File: src/rtl/core/alt_pkg.sv
// Shared types, character codes, token codes and character classes for the line tokenizer.
`default_nettype none

package alt_pkg;

  localparam int START_W = 7;
  localparam int LENGTH_W = 8;
  localparam int CHAR_W = 8;
  localparam int KIND_W = 2;
  localparam int STATUS_W = 2;

  typedef logic [CHAR_W-1:0] char_t;
  typedef logic [KIND_W-1:0] kind_t;
  typedef logic [STATUS_W-1:0] status_t;
  typedef logic [1:0] pend_t;

  localparam logic MODE_PUSH = 1'b0;
  localparam logic MODE_FETCH = 1'b1;

  localparam char_t CHAR_COMMA = 8'h2c;
  localparam char_t CHAR_LBRACK = 8'h5b;
  localparam char_t CHAR_RBRACK = 8'h5d;
  localparam char_t CHAR_EQUAL = 8'h3d;
  localparam char_t CHAR_QUOTE = 8'h22;
  localparam char_t CHAR_NL = 8'h0a;
  localparam char_t CHAR_TAB = 8'h09;
  localparam char_t CHAR_SPACE = 8'h20;

  localparam kind_t KIND_WORD = 2'd0;
  localparam kind_t KIND_DELIM = 2'd1;
  localparam kind_t KIND_QUOTED = 2'd2;

  localparam status_t STAT_TOKEN = 2'd0;
  localparam status_t STAT_DONE = 2'd1;
  localparam status_t STAT_NOT_READY = 2'd2;

  localparam pend_t PEND_NONE = 2'd0;
  localparam pend_t PEND_QUOTED = 2'd1;
  localparam pend_t PEND_CLOSE = 2'd2;
  localparam pend_t PEND_REST = 2'd3;

  function automatic logic is_blank(input char_t c);
    return (c == CHAR_SPACE) || (c == CHAR_TAB);
  endfunction

  function automatic logic is_delim(input char_t c);
    return (c == CHAR_COMMA) || (c == CHAR_LBRACK) || (c == CHAR_RBRACK) ||
           (c == CHAR_EQUAL) || (c == CHAR_NL);
  endfunction

endpackage

`default_nettype wire

File: src/rtl/core/alt_ram.sv
// Generic single-write, single-read RAM with registered read data.
`default_nettype none

module alt_ram #(
  parameter int WIDTH = 8,
  parameter int DEPTH = 128
) (
  input  wire logic                     clk,
  input  wire logic                     we,
  input  wire logic [$clog2(DEPTH)-1:0] waddr,
  input  wire logic [WIDTH-1:0]         wdata,
  input  wire logic [$clog2(DEPTH)-1:0] raddr,
  output logic      [WIDTH-1:0]         rdata
);

  logic [WIDTH-1:0] mem_r [DEPTH];
  logic [WIDTH-1:0] rdata_r;

  always_ff @(posedge clk) begin
    if (we) begin
      mem_r[waddr] <= wdata;
    end
    rdata_r <= mem_r[raddr];
  end

  assign rdata = rdata_r;

endmodule

`default_nettype wire

File: src/rtl/core/assembly_line_tokenizer.sv
// Top level of the line tokenizer: line store, scan sequencer and result register.
// Push: accepted back to back while no fetch is in progress; no result.
// Fetch: accepted while idle, then the scan walks the line from the cursor, then the result
//   is loaded into the output register once it is free; a status-only fetch skips the scan.
//   The single read port of the line store is read one character a cycle by the scan.
// Reset (rst_n low, synchronous) empties the line and clears out_valid; store contents
//   are left as they are and are never used before being written.
`default_nettype none

module assembly_line_tokenizer #(
  parameter int LINE_DEPTH = 128
) (
  input  wire logic                   clk,
  input  wire logic                   rst_n,
  input  wire logic                   in_valid,
  output logic                        in_stall,
  input  wire logic                   in_mode,
  input  wire alt_pkg::char_t         in_char_in,
  input  wire logic                   in_line_end,
  output logic                        out_valid,
  input  wire logic                   out_stall,
  output logic [alt_pkg::START_W-1:0] out_token_start,
  output logic [alt_pkg::LENGTH_W-1:0] out_token_length,
  output alt_pkg::kind_t              out_token_kind,
  output alt_pkg::char_t              out_token_char,
  output alt_pkg::status_t            out_fetch_status,
  output logic                        out_overflow
);

  import alt_pkg::*;

  localparam int AW = $clog2(LINE_DEPTH);
  localparam int LW = $clog2(LINE_DEPTH + 1);

  localparam logic [2:0] ST_IDLE  = 3'd0;
  localparam logic [2:0] ST_BLANK = 3'd1;
  localparam logic [2:0] ST_WORD  = 3'd2;
  localparam logic [2:0] ST_RAW   = 3'd3;
  localparam logic [2:0] ST_QUOTE = 3'd4;
  localparam logic [2:0] ST_OUT   = 3'd5;

  logic [2:0]    state_r, state_nxt;
  logic [LW-1:0] len_r, len_nxt;
  logic [AW-1:0] lq_r, lq_nxt;
  logic [LW-1:0] cursor_r, cursor_nxt;
  pend_t         pend_r, pend_nxt;
  logic          ready_r, ready_nxt;
  logic          finished_r, finished_nxt;
  logic          ovf_r, ovf_nxt;
  logic          out_valid_r, out_valid_nxt;

  logic [LW-1:0] pos_r, pos_nxt;
  logic [AW-1:0] res_start_r, res_start_nxt;
  logic [LW-1:0] res_len_r, res_len_nxt;
  kind_t         res_kind_r, res_kind_nxt;
  char_t         res_char_r, res_char_nxt;
  status_t       res_stat_r, res_stat_nxt;

  logic [START_W-1:0]  out_start_r, out_start_nxt;
  logic [LENGTH_W-1:0] out_len_r, out_len_nxt;
  kind_t               out_kind_r, out_kind_nxt;
  char_t               out_char_r, out_char_nxt;
  status_t             out_stat_r, out_stat_nxt;
  logic                out_ovf_r, out_ovf_nxt;

  logic          ram_we;
  logic [AW-1:0] ram_waddr;
  char_t         q;
  logic [LW-1:0] len_eff;
  logic [LW-1:0] lq_ext;
  logic [LW-1:0] start_ext;

  alt_ram #(
    .WIDTH(CHAR_W),
    .DEPTH(LINE_DEPTH)
  ) u_line_store (
    .clk  (clk),
    .we   (ram_we),
    .waddr(ram_waddr),
    .wdata(in_char_in),
    .raddr(pos_nxt[AW-1:0]),
    .rdata(q)
  );

  assign in_stall  = (state_r != ST_IDLE);
  assign len_eff   = ready_r ? '0 : len_r;
  assign lq_ext    = LW'(lq_r);
  assign start_ext = LW'(res_start_r);

  always_comb begin
    state_nxt     = state_r;
    len_nxt       = len_r;
    lq_nxt        = lq_r;
    cursor_nxt    = cursor_r;
    pend_nxt      = pend_r;
    ready_nxt     = ready_r;
    finished_nxt  = finished_r;
    ovf_nxt       = ovf_r;
    out_valid_nxt = out_valid_r;
    pos_nxt       = pos_r;
    res_start_nxt = res_start_r;
    res_len_nxt   = res_len_r;
    res_kind_nxt  = res_kind_r;
    res_char_nxt  = res_char_r;
    res_stat_nxt  = res_stat_r;
    out_start_nxt = out_start_r;
    out_len_nxt   = out_len_r;
    out_kind_nxt  = out_kind_r;
    out_char_nxt  = out_char_r;
    out_stat_nxt  = out_stat_r;
    out_ovf_nxt   = out_ovf_r;
    ram_we        = 1'b0;
    ram_waddr     = len_eff[AW-1:0];

    if (out_valid_r && !out_stall) begin
      out_valid_nxt = 1'b0;
    end

    unique case (state_r)
      ST_IDLE: begin
        if (in_valid) begin
          if (in_mode == MODE_PUSH) begin
            if (ready_r) begin
              len_nxt      = '0;
              lq_nxt       = '0;
              cursor_nxt   = '0;
              pend_nxt     = PEND_NONE;
              ready_nxt    = 1'b0;
              finished_nxt = 1'b0;
              ovf_nxt      = 1'b0;
            end
            if (len_eff < LW'(LINE_DEPTH)) begin
              ram_we  = 1'b1;
              len_nxt = len_eff + 1'b1;
              if (in_char_in == CHAR_QUOTE) begin
                lq_nxt = len_eff[AW-1:0];
              end
            end else begin
              ovf_nxt = 1'b1;
            end
            if (in_line_end) begin
              ready_nxt = 1'b1;
            end
          end else if (!ready_r || finished_r) begin
            res_stat_nxt  = ready_r ? STAT_DONE : STAT_NOT_READY;
            res_start_nxt = '0;
            res_len_nxt   = '0;
            res_kind_nxt  = KIND_WORD;
            res_char_nxt  = '0;
            state_nxt     = ST_OUT;
          end else begin
            pos_nxt       = cursor_r;
            res_start_nxt = cursor_r[AW-1:0];
            unique case (pend_r) inside
              PEND_NONE:                state_nxt = ST_BLANK;
              PEND_REST:                state_nxt = ST_RAW;
              PEND_QUOTED, PEND_CLOSE:  state_nxt = ST_QUOTE;
              default:                  state_nxt = ST_BLANK;
            endcase
          end
        end
      end

      ST_BLANK: begin
        if (pos_r >= len_r) begin
          cursor_nxt    = pos_r;
          finished_nxt  = 1'b1;
          res_stat_nxt  = STAT_DONE;
          res_start_nxt = '0;
          res_len_nxt   = '0;
          res_kind_nxt  = KIND_WORD;
          res_char_nxt  = '0;
          state_nxt     = ST_OUT;
        end else if (is_blank(q)) begin
          pos_nxt = pos_r + 1'b1;
        end else if (is_delim(q) || q == CHAR_QUOTE) begin
          cursor_nxt    = pos_r + 1'b1;
          res_stat_nxt  = STAT_TOKEN;
          res_start_nxt = pos_r[AW-1:0];
          res_len_nxt   = LW'(1);
          res_kind_nxt  = KIND_DELIM;
          res_char_nxt  = q;
          state_nxt     = ST_OUT;
          if (q == CHAR_QUOTE) begin
            pend_nxt = (pos_r == lq_ext) ? PEND_REST : PEND_QUOTED;
          end
        end else begin
          res_start_nxt = pos_r[AW-1:0];
          res_char_nxt  = q;
          pos_nxt       = pos_r + 1'b1;
          state_nxt     = ST_WORD;
        end
      end

      ST_WORD: begin
        if (pos_r >= len_r || is_blank(q) || is_delim(q) || q == CHAR_QUOTE) begin
          cursor_nxt   = pos_r;
          res_stat_nxt = STAT_TOKEN;
          res_len_nxt  = pos_r - start_ext;
          res_kind_nxt = KIND_WORD;
          state_nxt    = ST_OUT;
        end else begin
          pos_nxt = pos_r + 1'b1;
        end
      end

      ST_RAW: begin
        if (pos_r < len_r && q != CHAR_NL) begin
          if (pos_r == cursor_r) begin
            res_char_nxt = q;
          end
          pos_nxt = pos_r + 1'b1;
        end else if (pos_r != cursor_r) begin
          cursor_nxt   = pos_r;
          res_stat_nxt = STAT_TOKEN;
          res_len_nxt  = pos_r - cursor_r;
          res_kind_nxt = KIND_QUOTED;
          state_nxt    = ST_OUT;
        end else if (pos_r < len_r) begin
          finished_nxt = 1'b1;
          res_stat_nxt = STAT_TOKEN;
          res_len_nxt  = LW'(1);
          res_kind_nxt = KIND_DELIM;
          res_char_nxt = q;
          state_nxt    = ST_OUT;
        end else begin
          finished_nxt  = 1'b1;
          res_stat_nxt  = STAT_DONE;
          res_start_nxt = '0;
          res_len_nxt   = '0;
          res_kind_nxt  = KIND_WORD;
          res_char_nxt  = '0;
          state_nxt     = ST_OUT;
        end
      end

      ST_QUOTE: begin
        state_nxt = ST_OUT;
        if (pend_r == PEND_QUOTED && pos_r < lq_ext) begin
          cursor_nxt   = lq_ext;
          pend_nxt     = PEND_CLOSE;
          res_stat_nxt = STAT_TOKEN;
          res_len_nxt  = lq_ext - pos_r;
          res_kind_nxt = KIND_QUOTED;
          res_char_nxt = q;
        end else begin
          pend_nxt = PEND_NONE;
          if (pos_r >= len_r) begin
            finished_nxt  = 1'b1;
            res_stat_nxt  = STAT_DONE;
            res_start_nxt = '0;
            res_len_nxt   = '0;
            res_kind_nxt  = KIND_WORD;
            res_char_nxt  = '0;
          end else begin
            cursor_nxt   = pos_r + 1'b1;
            res_stat_nxt = STAT_TOKEN;
            res_len_nxt  = LW'(1);
            res_kind_nxt = KIND_DELIM;
            res_char_nxt = q;
          end
        end
      end

      ST_OUT: begin
        if (!out_valid_r || !out_stall) begin
          out_valid_nxt = 1'b1;
          out_start_nxt = START_W'(res_start_r);
          out_len_nxt   = LENGTH_W'(res_len_r);
          out_kind_nxt  = res_kind_r;
          out_char_nxt  = res_char_r;
          out_stat_nxt  = res_stat_r;
          out_ovf_nxt   = ovf_r;
          state_nxt     = ST_IDLE;
        end
      end

      default: begin
        state_nxt = ST_IDLE;
      end
    endcase
  end

  always_ff @(posedge clk) begin
    if (!rst_n) begin
      state_r     <= ST_IDLE;
      len_r       <= '0;
      lq_r        <= '0;
      cursor_r    <= '0;
      pend_r      <= PEND_NONE;
      ready_r     <= 1'b0;
      finished_r  <= 1'b0;
      ovf_r       <= 1'b0;
      out_valid_r <= 1'b0;
    end else begin
      state_r     <= state_nxt;
      len_r       <= len_nxt;
      lq_r        <= lq_nxt;
      cursor_r    <= cursor_nxt;
      pend_r      <= pend_nxt;
      ready_r     <= ready_nxt;
      finished_r  <= finished_nxt;
      ovf_r       <= ovf_nxt;
      out_valid_r <= out_valid_nxt;
    end
  end

  always_ff @(posedge clk) begin
    pos_r       <= pos_nxt;
    res_start_r <= res_start_nxt;
    res_len_r   <= res_len_nxt;
    res_kind_r  <= res_kind_nxt;
    res_char_r  <= res_char_nxt;
    res_stat_r  <= res_stat_nxt;
    out_start_r <= out_start_nxt;
    out_len_r   <= out_len_nxt;
    out_kind_r  <= out_kind_nxt;
    out_char_r  <= out_char_nxt;
    out_stat_r  <= out_stat_nxt;
    out_ovf_r   <= out_ovf_nxt;
  end

  assign out_valid        = out_valid_r;
  assign out_token_start  = out_start_r;
  assign out_token_length = out_len_r;
  assign out_token_kind   = out_kind_r;
  assign out_token_char   = out_char_r;
  assign out_fetch_status = out_stat_r;
  assign out_overflow     = out_ovf_r;

  a_finished_needs_ready: assert property (@(posedge clk) disable iff (!rst_n)
    finished_r |-> ready_r)
    else $error("line marked finished without a complete line");

  a_cursor_in_line: assert property (@(posedge clk) disable iff (!rst_n)
    cursor_r <= len_r)
    else $error("scan cursor beyond line length");

  a_scan_needs_open_line: assert property (@(posedge clk) disable iff (!rst_n)
    (state_r == ST_BLANK || state_r == ST_WORD || state_r == ST_RAW ||
     state_r == ST_QUOTE) |-> (ready_r && !finished_r && pos_r <= len_r))
    else $error("scan running without an open complete line");

  a_status_clears_token: assert property (@(posedge clk) disable iff (!rst_n)
    (out_valid_r && out_stat_r != STAT_TOKEN) |->
      (out_start_r == '0 && out_len_r == '0 && out_kind_r == KIND_WORD && out_char_r == '0))
    else $error("status-only transaction carries token fields");

  a_token_not_empty: assert property (@(posedge clk) disable iff (!rst_n)
    (state_r == ST_OUT && res_stat_r == STAT_TOKEN) |-> (res_len_r != '0))
    else $error("empty token produced");

endmodule

`default_nettype wire
File: config.mk
export PLATFORM = sky130hd
export DESIGN_NAME = assembly_line_tokenizer
export DESIGN_NICKNAME = d
export VERILOG_FILES = /design/src/rtl/core/alt_pkg.sv /design/src/rtl/core/alt_ram.sv /design/src/rtl/core/assembly_line_tokenizer.sv
export SDC_FILE = /design/constraint.sdc
export NUM_CORES = 1
export LEC_CHECK = 0
export BUFFER_PORTS_ARGS = -buffer_cell sky130_fd_sc_hd__buf_2
export CAP_MARGIN = 30
export CORE_MARGIN = 2
export CORE_UTILIZATION = 25
export DETAILED_ROUTE_END_ITERATION = 6
export GPL_ROUTABILITY_DRIVEN = 0
export PLACE_DENSITY = 0.39
export SETUP_SLACK_MARGIN = 0.05
export SYNTH_ARGS = -nofsm -noshare
export SYNTH_HDL_FRONTEND = slang
export SYNTH_SLANG_ARGS = --single-unit
File: constraint.sdc
create_clock -name clk -period 4 [get_ports clk]
set_input_delay 0.8 -clock clk [delete_from_list [all_inputs] [get_ports clk]]
set_output_delay 0.8 -clock clk [all_outputs]
set_load 0.1 [all_outputs]
==> key figures, run 1 <==
Outcome
  • Outcome: finished with violations
  • Failing checks: setup timing

Floorplanning
  • Die area: 0.189 mm2
  • Initial Util: 25.1%
  • I/O pins: 44
  • Std cell rows: 158
  • DIE HEIGHT: 435 um
  • Core area: 0.185 mm2
  • Die Wd: 435 um

Timing
  • Crit share post-route: 104%
  • Final worst path period need: 4.16 ns
  • Slew at the pin closest to its max-slew limit: 1.07 ns
  • Final setup margin: -0.159 ns
  • Unrepaired setup endpoints after global routing: true
  • WHS: 0.275 ns
  • Final Hold Viols: 0
  • Fin. max-slew vios: 0
  • # setup viols final: 6
  • Worst Skew: 0.0295 ns
  • Rel. slew slack: 28.2%
  • FMAX: 240 MHz

Cells and area
  • Storage cell area: 0.0334 mm2
  • N_diodes: 0
  • Synth-to-layout area growth: 28.7%
  • Fillers: 18600
  • Design area: 0.0598 mm2
  • Post-layout net count: 4013
  • Layout cells sized above 1: 25.4%
  • Final design utilization: 32.3%
  • Area of the multi-input gates: 0.0130 mm2

Synth
  • Mean Syn Cell Area: 13.8 um2
  • Syn Nets: 3421
  • Yosys top cell area share: 69.8%
  • Count of unique library cells instantiated by Yosys: 81
  • Syn Inst Count: 3370
  • Synth Register Bits: 1127
  • Mapped Area: 0.0465 mm2
  • Dominant cells by area after synthesis: edfxtp_1, nand2_1, mux2i_1
  • Post-synth EDFFs: 1080
  • Sequential share of the synthesized area: 71.8%
  • Yosys Warn Count: 0
  • Dominant cell type by area after synthesis: edfxtp_1
  • Post-synth top cells: edfxtp_1, nand2_1, mux2i_1
  • Post-synth top flop: edfxtp_1
  • Asr flop ratio synth: 0%
  • Top-count cell post-synth: edfxtp_1

Critical path
  • Critical path peak fanout: 5
  • Data arrival, critical path: 4.86 ns
  • R2R depth: 18
  • FF-to-FF setup slack: -0.16 ns
  • CP startpoint kind: flip-flop
  • Data required time of the worst path: 4.70 ns
  • Setup CP Type: reg2reg
  • Reg2Reg Launch Point: u_line_store.rdata[7]
  • Crit end category: flip-flop
  • Worst R2R End: u_line_store.rdata[4]

Routing
  • Routed wl met3: 7010 um
  • DRC violations left: 0
  • Avg Vias per Cell: 4.64
  • Drt wl/cell: 23.4 um
  • Top layer in use: met4
  • Final WL: 153000 um
  • Post-route ant nets: 0
  • Via count: 30400
  • 1st-iter DRT viols: 2344
  • Wire length on met2: 71400 um
  • DRT met1 WL: 70600 um
  • First-pass detailed-route iteration total: 5

CTS
  • Cts bufs inserted: 134
  • Clk_lat worst skew: 0.78 ns
  • Num Clock Sinks: 1127
  • Clock root buffer: clkbuf_16
  • H-tree Lvls: 4
  • CTS tree: done
  • Clock slew at reported path FFs: 0.06 ns
  • Max Root-Sink Buffers: 3
  • CTS Hold Buffers Added: 0

Worst hold path
  • Hold Path End: ready_r
  • Hold Path Cell Cnt: 3
  • Min-delay src: in_line_end
  • HP Class: in2reg

GRT
  • First-pass GRT wire length: 222000 um
  • Initial antenna violation count: 4
  • GRT overflow: 0
  • GRT Util Overall: 15.9%
  • Vias in the first global route: 30900
  • Largest net degree at the start of global routing: 129

Job
  • Max Cap Viol: 0

Pwr
  • VDD IR-drop max: 552 uV
  • Pwr/cell area: 758 mW/mm2
  • P_leak: 21.3 nW

Placement
  • Pre-CTS WS: -0.762 ns
  • Post-DP HPWL: 100000 um
  • Placed Area: 0.0537 mm2
  • Number of port buffers: 43
## worst max-delay path by stage
stage	from	end	slack, ns	depth (start not counted)
floorplan	pos_r[1]	u_line_store.rdata[4]	0.25	18
global placement	in_mode	u_line_store.rdata[5]	-0.82	16
detailed placement	len_r[1]	u_line_store.rdata[5]	-0.76	19
CTS	len_r[1]	u_line_store.rdata[4]	-0.22	21
global route	len_r[1]	u_line_store.rdata[5]	-0.32	21
finish	u_line_store.rdata[7]	u_line_store.rdata[4]	-0.16	18
## power by group
part	internal, mW	switching [mW]	total, mW
logic	8.24	11.4	19.6
registers	13.4	0.215	13.6
clock network	7.13	4.94	12.1
total	28.8	16.5	45.3
## registers in the layout, summed over array words and instances, names as in the netlist, 8 cells and up
| signal | flops |
|---|---|
| cursor_r | 8 |
| res_char_r | 8 |
| pos_r | 8 |
| len_r | 8 |
| u_line_store.mem_r | 1024 |
| out_token_length | 8 |
| u_line_store.rdata | 8 |
| res_len_r | 8 |
| out_token_char | 8 |
## stage by stage
step                      cells  setup TNS (ns)  power, mW
after floorplan            3370               0       22.6
after detailed placement   6243           -4.62       31.5
after global routing       6543           -1.70       47.5
final                      6543          -0.562       45.3
after global placement     6240           -4.90       31.5
after CTS                  6523           -1.02       45.1
## critical path, cell delays in order (launching register included)
cell and delay, ns:
dfxtp_4 0.37, buf_4 0.14, or3_1 0.31, a211o_1 0.35, nand2_2 0.13, nand2_4 0.07, and4_4 0.19, nor4_4 0.40
buf_12 0.18, inv_8 0.04, buf_4 0.15, a211oi_4 0.18, nand2_1 0.15, buf_12 0.18, buf_4 0.16, nand3b_1 0.16
and3_2 0.26, a31oi_1 0.38, or3_4 0.27
## layout by cell type, fill, tap and decap left out, types with 34 or more instances in the layout
cell,n
inv_1,44
a32o_1,49
nand4_1,38
and3_1,37
nand3_1,130
buf_2,36
buf_12,56
nand2_1,676
clkinv_1,34
clkbuf_16,138
a32oi_1,64
a21oi_1,69
buf_4,518
o21ai_0,42
mux2i_1,181
dfxtp_1,43
edfxtp_1,1080
nor2_1,180
## layout make-up
class | count | share of cell area (%)
repair buffers | 653 | 9.69
flip-flops and latches | 1127 | 55.8
inverters | 50 | 0.364
clock buffers | 160 | 5.91
well taps | 2480 | 5.19
clock inverters | 77 | 1.26
multi-input cells | 1996 | 21.8
## repair_timing
action / 4_1_cts / 5_1_grt
endpoints found under the setup margin: 8 / 22
resized for setup: 162 / 99
pin swaps: 48 / 35
buffers inserted: 43 / 20
gates cloned: 2 / 1
## cells by family after synthesis
group                    synth area share, %
AO/OA/AOI/OAI                           7.83
XOR/XNOR                               0.528
adder cells (fa/ha/maj)                 1.04
buffers and inverters                   2.52
flip-flops                              71.8
multiplexers                            4.42
AND/OR/NAND/NOR                         11.9
## per-layer routing
layer / vias to the layer above / GRT usage [%]
li1: 14000 / -
met1: 15400 / 21.9
met2: 700 / 25.5
met3: 215 / 2.80
met4: 0 / 4.75
met5: - / 0
No activity file was read; power rests on OpenSTA's default activity.
==> run 2: changes to the inputs <==
Settings changed: ABC_AREA set to 1.
==> key figures, run 2 <==
Pwr
  • Pwr/cell area: 942 mW/mm2 (+24%)
  • Total Power: 55.1 mW (+22%)
  • VDD IR-drop max: 760 uV (+38%)
  • P_leak: 20.8 nW (-2.4%)

Floorplanning
  • DIE HEIGHT: 442 um (+1.7%)
  • Std cell rows: 160 (+1.3%)
  • Die Wd: 442 um (+1.7%)
  • I/O pins: 44 (unchanged)
  • Die area: 0.196 mm2 (+3.3%)
  • Initial Util: 25.2% (+0.088 points)
  • Core area: 0.191 mm2 (+3.0%)

Synth
  • Top-count cell post-synth: nand3_1
  • Largest family of logic cells by synthesized area: simple AND/OR/NAND/NOR gates
  • Area fraction in compound gates after synthesis: 1.84% (-6.0 points)
  • Simple-gate portion of the synthesized area: 23.4% (+12 points)
  • Syn Inst Count: 4215 (+25%)
  • Count of unique library cells instantiated by Yosys: 50 (-38%)
  • Sequential share of the synthesized area: 69.5% (-2.3 points)
  • Dominant cells by area after synthesis: edfxtp_1, nand3_1, nand2_1
  • Yosys Warn Count: 0 (unchanged)
  • Mapped Area: 0.0480 mm2 (+3.4%)
  • Post-synth top flop: edfxtp_1
  • Adder-cell area share of the yosys netlist: 1.01% (-0.034 points)
  • Post-synth top cells: nand3_1, edfxtp_1, nand2_1
  • Synth Register Bits: 1127 (unchanged)
  • Dominant cell type by area after synthesis: edfxtp_1
  • Mean Syn Cell Area: 11.4 um2 (-17%)
  • Asr flop ratio synth: 0% (unchanged)
  • Yosys top cell area share: 67.5% (-2.3 points)
  • Post-synthesis mux area share: 0% (-4.4 points)
  • Post-synth EDFFs: 1080 (unchanged)
  • Post-synthesis xor/xnor area fraction: 0.255% (-0.27 points)
  • Syn Nets: 4266 (+25%)

CTS
  • H-tree Lvls: 4 (unchanged)
  • Cts bufs inserted: 132 (-1.5%)
  • CTS tree: done
  • CTS Hold Buffers Added: 0 (unchanged)
  • Clock slew at reported path FFs: 0.07 ns (about the same)
  • Clock root buffer: clkbuf_16
  • Num Clock Sinks: 1127 (unchanged)
  • Clk_lat worst skew: 0.78 ns (about the same)
  • Max Root-Sink Buffers: 3 (unchanged)

Timing
  • Setup TNS: 0 ns (+0.562 ns)
  • Slew at the pin closest to its max-slew limit: 0.950 ns (-0.124 ns)
  • FMAX: 266 MHz (+10%)
  • Fin. max-slew vios: 0 (unchanged)
  • Final worst path period need: 3.77 ns (-0.393 ns)
  • Worst Skew: 0.0314 ns (+0.00194 ns)
  • Unrepaired setup endpoints after global routing: true
  • Rel. slew slack: 36.7% (+8.5 points)
  • # setup viols final: 0 (-6)
  • Crit share post-route: 94.2% (-9.8 points)
  • Final Hold Viols: 0 (unchanged)

Critical path
  • Setup CP Type: reg2reg
  • Critical path peak fanout: 33 (+28)
  • Data arrival, critical path: 4.42 ns (-0.44 ns)
  • Crit end category: flip-flop
  • Worst R2R End: u_line_store.rdata[7]
  • Reg2Reg Launch Point: pos_r[7]
  • Data required time of the worst path: 4.66 ns (-0.04 ns)
  • CP startpoint kind: flip-flop
  • R2R depth: 23 (+5)
  • FF-to-FF setup slack: 0.23 ns (+0.39 ns)

Worst hold path
  • HP Class: in2reg
  • Hold Path Cell Cnt: 1 (-2)
  • Hold Path End: u_line_store.mem_r[14][6]
  • Min-delay src: in_char_in[6]

Cells and area
  • Synth-to-layout area growth: 21.8%
  • Commonest non-fill, non-tap cell in the layout: nand3_1
  • Register with the most flip-flops: u_line_store.mem_r
  • Commonest non-fill, non-tap cells in the layout: nand3_1, edfxtp_1, nand2_1, buf_4, nor2_1
  • Layout cells sized above 1: 14.8% (-11 points)
  • Post-layout net count: 4552 (+13%)
  • Largest register FFs: 1024 (unchanged)
  • Fillers: 19500 (+4.7%)

GRT
  • Vias in the first global route: 33600 (+8.7%)
  • Initial antenna violation count: 7 (+3)
  • GRT overflow: 0 (unchanged)
  • Largest net degree at the start of global routing: 139 (+7.8%)
  • First-pass GRT wire length: 241000 um (+8.7%)
  • GRT Util Overall: 16.6% (+0.68 points)

Routing
  • Via count: 34400 (+13%)
  • First-pass detailed-route iteration total: 5 (unchanged)
  • Avg Vias per Cell: 4.84 (+4.2%)
  • Post-route ant nets: 0 (unchanged)
  • DRC violations left: 0 (unchanged)
  • Drt wl/cell: 24.0 um (+2.7%)
  • Final WL: 171000 um (+12%)
  • 1st-iter DRT viols: 3340 (+42%)

Placement
  • Post-DP HPWL: 102000 um (+1.3%)
  • Number of port buffers: 43 (unchanged)

Job
  • Max Cap Viol: 0 (unchanged)

Outcome
  • Outcome: complete, no violations
[run 2: worst max-delay path by stage]
stage / startpoint / endpoint / slack, ns / cells past startpoint
floorplan: len_r[2] / res_kind_r[0] / 0.62 / 15
global placement: len_r[1] / u_line_store.rdata[2] / -0.04 / 26
detailed placement: u_line_store.rdata[2] / u_line_store.rdata[5] / 0.01 / 24
CTS: u_line_store.rdata[1] / u_line_store.rdata[5] / 0.05 / 24
global route: pos_r[7] / u_line_store.rdata[1] / 0.04 / 24
finish: pos_r[7] / u_line_store.rdata[7] / 0.23 / 23
[run 2: layout make-up]
class	instances	area [um2]	share of cell area [%]
Inverter	132	528	0.903
Timing Repair inverter	1	11.3	0.0193
Antenna cell	1	2.50	0.00428
Tap cell	2511	3140	5.37
Clock inverter	63	460	0.787
Multi-Input combinational cell	2678	13000	22.3
Clock buffer	173	3620	6.19
Sequential cell	1127	33400	57.1
Timing Repair Buffer	429	4320	7.39
[run 2: cell families after synthesis]
group | after synthesis
fa+ha+maj | 37
simple gates | 2480
flops | 1127
xor+xnor | 14
buf+inv | 411
compound gates | 146
[run 2: per-layer routing]
metal  routed length [um]  vias to the layer above  global-route usage [%]
li1                     -                    15900                       -
met1                77500                    17300                    23.1
met2                79600                     1023                    26.4
met3                 9370                      213                    2.84
met4                 4270                        2                    4.96
met5                   19                        -                       0
[run 2: power breakdown]
part	switching, mW	leakage [nW]	total (mW)	internal (mW)
logic	19.9	8.65	29.8	9.98
clock network	4.97	1.99	11.6	6.63
registers	0.265	10.1	13.7	13.4
total	25.1	20.8	55.1	30.0
[run 2: critical path, cell delays in order, from the launching register on]
cell and delay (ns):
edfxtp_1 0.40, ha_1 0.32, nand2_1 0.08, nor2_2 0.13, nand4_1 0.22, buf_4 0.20, inv_1 0.09, nor2_4 0.06
nand3_1 0.08, nand2_1 0.06, nor2_2 0.15, nand3_4 0.14, nand2_8 0.17, clkinv_2 0.11, buf_12 0.18, buf_4 0.20
nand2_1 0.05, nand3_1 0.07, nand3_1 0.10, nand3_1 0.15, nand3_1 0.19, nand3_1 0.18, nand3_1 0.16, nand2_1 0.06
[run 2: timing repair]
action                                  4_1_cts  5_1_grt
pin swaps                                     0        7
buffers inserted                              0       17
endpoints found under the setup margin        4        8
endpoints found under the hold margin         0        0
cloned                                        0       16
resized for setup                             3       74
[run 2: metrics by stage]
step	cell area [um2]	utilization (%)	hold WS, ns	setup slack (ns)	cells
floorplan	48000	-	0.400	0.623	4215
global placement	53500	28.1	0.405	-0.0446	6845
detailed placement	53500	28.1	0.405	0.0109	6845
CTS	57600	30.2	0.286	0.0479	7081
global route	58500	30.7	0.310	0.0400	7115
finish	58500	30.7	0.332	0.234	7115
